`src/rtl/vrp_pkg.sv`:
```
// Shared types, widths and constants of the vertex rotate and project core.
`timescale 1ns / 1ps

package vrp_pkg;

    localparam int COORD_FRAC_BITS = 8;
    localparam int IN_W            = 24;
    localparam int ANG_W           = 18;
    localparam int ZOFF_W          = 16;
    localparam int DIM_W           = 12;
    localparam int OUT_W           = 16;
    localparam int CFG_DATA_W      = 18;
    localparam int CFG_IDX_W       = 3;

    localparam int CAMERA_DIST     = 5000;
    localparam int FOCAL_SCALE     = 1000;

    // Internal widths, sized from the input and register ranges.
    localparam int PROD_W  = IN_W + ANG_W;        // coordinate times angle
    localparam int ROT_W   = PROD_W + 1;          // first rotation sums
    localparam int WIDE_W  = 62;                  // second rotation, F+32 fraction bits
    localparam int RMAG_W  = 46;                  // rounded magnitude, F+16 fraction bits
    localparam int NUM_W   = RMAG_W + 10;         // magnitude times the focal scale
    localparam int DEN_W   = 44;                  // camera depth
    localparam int QUOT_W  = 18;                  // quotient bits kept before clamping

    localparam int ROT_STAGES = 6;
    localparam int DIV_STAGES = QUOT_W + 2;
    localparam int LATENCY    = ROT_STAGES + DIV_STAGES + 2;

    typedef enum logic [CFG_IDX_W-1:0] {
        REG_COS    = 3'd0,
        REG_SIN    = 3'd1,
        REG_ZOFF   = 3'd2,
        REG_WIDTH  = 3'd3,
        REG_HEIGHT = 3'd4
    } cfg_idx_t;

    typedef struct packed {
        logic signed [ANG_W-1:0]  cos_angle;
        logic signed [ANG_W-1:0]  sin_angle;
        logic signed [ZOFF_W-1:0] z_offset;
        logic [DIM_W-1:0]         screen_width;
        logic [DIM_W-1:0]         screen_height;
    } cfg_t;

    typedef struct packed {
        logic [NUM_W-1:0] num_x;
        logic [NUM_W-1:0] num_y;
        logic [DEN_W-1:0] den;
        logic             neg_x;
        logic             neg_y;
        logic             degen;
    } proj_t;

endpackage

```
`src/rtl/vrp_div.sv`:
```
// Pipelined restoring divider, one quotient bit per stage, with clamp and rounding.
`timescale 1ns / 1ps

module vrp_div
#(
    parameter int N_W   = vrp_pkg::NUM_W,
    parameter int D_W   = vrp_pkg::DEN_W,
    parameter int Q_W   = vrp_pkg::QUOT_W,
    parameter int TAG_W = 1
)
(
    input  logic             clk,
    input  logic             rst_n,
    input  logic             in_valid,
    input  logic [N_W-1:0]   num,
    input  logic [D_W-1:0]   den,
    input  logic [TAG_W-1:0] in_tag,
    output logic             out_valid,
    output logic [Q_W:0]     quot,
    output logic [TAG_W-1:0] out_tag
);
    import vrp_pkg::*;

    logic [Q_W:0]     vld_reg;
    logic [D_W-1:0]   rem_reg [0:Q_W];
    logic [Q_W-1:0]   low_reg [0:Q_W];
    logic [Q_W-1:0]   q_reg   [0:Q_W];
    logic [D_W-1:0]   den_reg [0:Q_W];
    logic             ovf_reg [0:Q_W];
    logic [TAG_W-1:0] tag_reg [0:Q_W];

    logic             out_vld_reg;
    logic [Q_W:0]     quot_reg;
    logic [TAG_W-1:0] out_tag_reg;
    logic             rnd;

    always_ff @(posedge clk or negedge rst_n)
    begin
        if (!rst_n)
        begin
            vld_reg     <= '0;
            out_vld_reg <= 1'b0;
        end
        else
        begin
            vld_reg     <= {vld_reg[Q_W-1:0], in_valid};
            out_vld_reg <= vld_reg[Q_W];
        end
    end

    // A quotient of 2^Q_W or more saturates the screen position, so it is clamped.
    always_ff @(posedge clk)
    begin
        ovf_reg[0] <= ((N_W+Q_W+D_W)'(num) >= ((N_W+Q_W+D_W)'(den) << Q_W));
        rem_reg[0] <= D_W'(num >> Q_W);
        low_reg[0] <= num[Q_W-1:0];
        q_reg[0]   <= '0;
        den_reg[0] <= den;
        tag_reg[0] <= in_tag;
    end

    for (genvar k = 0; k < Q_W; k++)
    begin : g_step
        logic [D_W:0] trial;
        logic         take;

        always_comb
        begin
            trial = {rem_reg[k], low_reg[k][Q_W-1]};
            take  = (trial >= {1'b0, den_reg[k]});
        end

        always_ff @(posedge clk)
        begin
            rem_reg[k+1] <= take ? D_W'(trial - {1'b0, den_reg[k]}) : D_W'(trial);
            low_reg[k+1] <= low_reg[k] << 1;
            q_reg[k+1]   <= Q_W'({q_reg[k], take});
            den_reg[k+1] <= den_reg[k];
            ovf_reg[k+1] <= ovf_reg[k];
            tag_reg[k+1] <= tag_reg[k];
        end
    end

    assign rnd = ({rem_reg[Q_W], 1'b0} >= {1'b0, den_reg[Q_W]});

    always_ff @(posedge clk)
    begin
        quot_reg    <= ovf_reg[Q_W] ? (Q_W+1)'(1) << Q_W
                                    : (Q_W+1)'(q_reg[Q_W]) + (Q_W+1)'(rnd);
        out_tag_reg <= tag_reg[Q_W];
    end

    assign out_valid = out_vld_reg;
    assign quot      = quot_reg;
    assign out_tag   = out_tag_reg;

endmodule

```
`config.mk`:
```
export PLATFORM = sky130hd
export DESIGN_NAME = vrp_div
export DESIGN_NICKNAME = d
export VERILOG_FILES = /design/src/rtl/vrp_pkg.sv /design/src/rtl/vrp_div.sv
export SDC_FILE = /design/constraint.sdc
export NUM_CORES = 2
export LEC_CHECK = 0
export CORE_MARGIN = 2
export CORE_UTILIZATION = 45
export CTS_BUF_LIST = sky130_fd_sc_hd__clkbuf_8
export CTS_CLUSTER_DIAMETER = 200
export CTS_CLUSTER_SIZE = 24
export DETAILED_ROUTE_END_ITERATION = 10
export DONT_BUFFER_PORTS = 1
export GPL_TIMING_DRIVEN = 0
export PLACE_DENSITY = 0.65
export SETUP_SLACK_MARGIN = 0.02
export SLEW_MARGIN = 40
export SYNTH_ARGS = -nofsm -noshare
export SYNTH_HDL_FRONTEND = slang
export SYNTH_SLANG_ARGS = --single-unit
```
`constraint.sdc`:
```
create_clock -name clk -period 3.86 [get_ports clk]
set_clock_uncertainty 0.2 [all_clocks]
set_input_delay 0.579 -clock clk [delete_from_list [all_inputs] [get_ports clk]]
set_output_delay 0.579 -clock clk [all_outputs]
set_load 0.03 [all_outputs]
```
==> summary.log <==
qor: floorplanning.top_level_ports 125
qor: clocking.ctsLongestPathBuffers 3
qor: worst_setup_path.timing.critical_path.to quot[14]
qor: global_routing.grt_start_max_net_pins 26
qor: min_path.timing.hold.worst_path_depth 0
qor: outcome.result_of_the_run complete, but fails checks
qor: synthesis.synth-seq-area-share 0.4350
qor: worst_setup_path.reg2reg_to quot[14]
qor: place.numPlacedInstances 13.40k
qor: final_layout.final_net_count 12.14k
qor: detailed_routing.wire_per_inst 22.01 um
qor: clocking.numClockSinks 2,086
qor: clocking.cts_tree yes
qor: detailed_routing.via_count 75.75k
qor: synthesis.synth_area_leaders dfxtp_1, ha_1, a21oi_1, inv_1, xnor2_1
qor: place.gp_routability_congestion 0.9957
qor: sta.worst_slew_pin_slew 0.8549 ns
qor: sta.part_of_the_cycle_the_worst_path_needs 1.129
qor: sta.rsz_0062_raised_after_global_routing yes
qor: clocking.cts-root-buf clkbuf_8
qor: sta.final_max_slew_viol_count 0
qor: clocking.clock_latency 1.03 ns
qor: detailed_routing.drt_wl_total 308.5 mm
qor: sta.timing.max_slew.rel_slack 0.4253
qor: synthesis.syn-cell-area 96,220 um^2
qor: final_layout.post_layout_instance_count_excluding_filler_cells 14.01k
qor: synthesis.syn-instance-count 10.57k
qor: synthesis.synthesized_netlist_net_count 11.56k
qor: worst_setup_path.startpoint rem_reg[18][0]
qor: sta.timing.final.setup_violations 63
qor: floorplanning.std_cell_rows 169
qor: detailed_routing.via_per_inst 5.405
qor: sta.fin_ws -0.4985 ns
qor: place.dpl_worst_slack -1.860 ns
qor: final_layout.drive_gt1_frac 0.1497
qor: worst_setup_path.cp_data_required_time 4.50 ns
qor: final_layout.largest_register_ff_count 836
qor: synthesis.syn-mean-instance-area 9.105 um^2
qor: worst_setup_path.arrival 5.00 ns
qor: synthesis.netlist.area_leader.share 0.4298
qor: global_routing.track_usage 0.2743
qor: worst_setup_path.critPathKind reg -> reg
qor: worst_setup_path.crit_path_max_fanout 4
qor: sta.post-route-min-period 4.358 ns
qor: detailed_routing.drt_pass1_iterations 7
qor: synthesis.yosysUniqueCellTypes 90
qor: worst_setup_path.critical_path.cell_chain ha_4 -> nor2b_4 -> o21a_1 -> o21ai_1 -> nand2b_1 -> a21oi_2 -> o221ai_4 -> a221o_1 -> a2111o_1 -> a21oi_4 -> o21ai_2 -> a31oi_1 -> o21ai_1 -> ha_2 -> ha_4 -> nand3_4 -> nor2_4 -> nand3_4 -> buf_6 -> xor2_2 -> nor2_1
qor: synthesis.synth.cells.most_frequent dfxtp_1, a21oi_1, inv_1, ha_1, nor2_1
qor: synthesis.synth_edf_count 0
qor: pwr.power_density 881.4 nW/um^2
qor: synthesis.post-synth-top-count-cell dfxtp_1
qor: sta.fmax 229.4 MHz
qor: worst_setup_path.reg2reg_from rem_reg[18][0]
qor: clocking.cts_htree_levels 3
qor: clocking.clk_transition_reported_paths 0.14 ns
qor: worst_setup_path.cp-start-kind flip-flop
qor: floorplanning.die_h 466.4 um
qor: place.buffer_ports.inserted 0
qor: synthesis.synth.largest_area_cell dfxtp_1
qor: floorplanning.floorplan.initialDensity 0.4532
qor: final_layout.final_core_utilization 0.5294
qor: global_routing.grt_pass1_vias 78.12k
qor: min_path.min_path_type reg -> reg
qor: synthesis.number_of_warnings_printed_during_yosys_synthesis 0
qor: job.max_cap_viol_count 0
qor: final_layout.flow.area_growth_from_synthesis 16.81%
qor: outcome.failed_checks setup timing
qor: floorplanning.design.core.area 212,300 um^2
qor: detailed_routing.detail-route-antenna-nets 0
qor: detailed_routing.drtIter0Drc 3,722
qor: global_routing.antenna_found_initial 10
qor: synthesis.async_flop_share 0.009588
qor: global_routing.grt_pass1_wl 457.9 mm
qor: floorplanning.die_area 217,500 um^2
qor: worst_setup_path.timing.reg2reg.worst_path_depth 21
qor: worst_setup_path.crit_path_max_incr_delay 0.46 ns
qor: place.detailed_place_hpwl 244.1 mm
qor: worst_setup_path.worst_setup_path_end_kind flip-flop
qor: detailed_routing.drc 0
qor: floorplanning.floorplan.die.width 466.4 um
qor: worst_setup_path.timing.reg2reg.setup_slack -0.50 ns
qor: synthesis.ys_seq_elements 2,086
qor: pwr.worst_ir_drop_vdd 0.3653 mV
qor: synthesis.postSynth.topFlopCell dfxtp_1
qor: clocking.cts_buffers 96
qor: sta.final_hold_vios 0
qor: worst_setup_path.crit_slowest_cell a2111o_1
qor: global_routing.grt_remaining_overflow 0
qor: pwr.power.static_leakage 50.60 nW
[worst min-delay path by stage]
stage	to	from
floorplan	out_valid	rst_n
global placement	vld_reg[9]	rst_n
detailed placement	vld_reg[8]	rst_n
CTS	ovf_reg[0]	num[44]
global route	low_reg[17][17]	low_reg[16][16]
finish	low_reg[7][13]	low_reg[6][12]
[repair_timing]
| action | in CTS | in global routing |
|---|---|---|
| endpoints found under the setup margin | 829 | 720 |
| cloned | 14 | 8 |
| hold buffers | 206 | 1 |
| buffers inserted | 172 | 117 |
| endpoints found under the hold margin | 123 | 20 |
| gates resized for setup | 1021 | 512 |
| pin swaps | 210 | 236 |
[layout by cell type, fill, tap and decap left out, drive strengths merged, types with 54 or more instances in the layout]
| cell | instances |
|---|---|
| nor3 | 90 |
| a211oi | 54 |
| a21oi | 1093 |
| nor2 | 716 |
| xor2 | 278 |
| buf | 407 |
| xnor2 | 427 |
| dfxtp | 2066 |
| ha | 870 |
| inv | 1076 |
| a21o | 441 |
| nand2 | 689 |
| a31oi | 92 |
| o21bai | 113 |
| dlygate4sd3 | 206 |
| and3 | 74 |
| nand4 | 150 |
| nand2b | 128 |
| clkbuf | 243 |
| nand3 | 167 |
| mux2 | 215 |
| o21ai | 664 |
| o21a | 101 |
| nor2b | 147 |
[power breakdown]
part | total [mW] | switching (mW) | leakage, nW | internal, mW
logic | 59.0 | 33.2 | 32.2 | 25.8
registers | 31.1 | 3.90 | 17.6 | 27.2
clock network | 8.95 | 6.60 | 0.763 | 2.35
total | 99.1 | 43.7 | 50.6 | 55.3
[layout make-up]
class	instances	area, um^2
antenna	36	90.09
buffer	247	2074
clock buffer	97	1335
clock inverter	10	120.1
fill	19210	99900
inverter	1069	4025
multi-input combinational	7133	54150
sequential	2086	42050
tap	2821	3530
timing repair buffer	514	5034
[worst max-delay path, delay by kind of cell (launching register included)]
kind | cells | cell delay (ns)
xor+xnor | 1 | 0.10
simple gates | 6 | 0.61
buf+inv | 1 | 0.11
compound gates | 10 | 2.20
fa+ha+maj | 3 | 0.64
flops | 1 | 0.35
[per-layer routing]
layer / up-vias / routed length (um) / GRT usage
met3: 795 / 7841 / 0.02705
li1: 37460 / - / -
met4: 0 / 33950 / 0.2448
met5: - / 0 / 0
met2: 1584 / 163500 / 0.5358
met1: 35910 / 103200 / 0.2473
[metrics by stage]
step	power, mW	TNS (ns)	area (um^2)	hold WS (ns)
after CTS	95.93	-8.908	109400	0.03104
final	99.06	-8.353	112400	0.1028
after global routing	105.4	-11.55	112400	0.1340
after detailed placement	79.62	-974.57	99980	0.08374
after global placement	79.23	-1090.99	99750	0.08381
after floorplan	64.68	0	96220	0.08341
[cells by family (layout without fill, tap and decap cells)]
| group | Yosys count | after routing | synth area share |
|---|---|---|---|
| buffers and inverters | 1349 | 1937 | 0.05422 |
| AOI/OAI and AO/OA | 2923 | 2923 | 0.1863 |
| muxes | 221 | 221 | 0.02579 |
| and+or+nand+nor | 2396 | 2396 | 0.1176 |
| DFF | 2086 | 2086 | 0.4350 |
| xor gates and xnor gates | 705 | 705 | 0.06417 |
| other | 0 | 36 | 0 |
| adders and majority gates | 888 | 888 | 0.1169 |
Note: power is estimated with default switching activity, not from simulation.
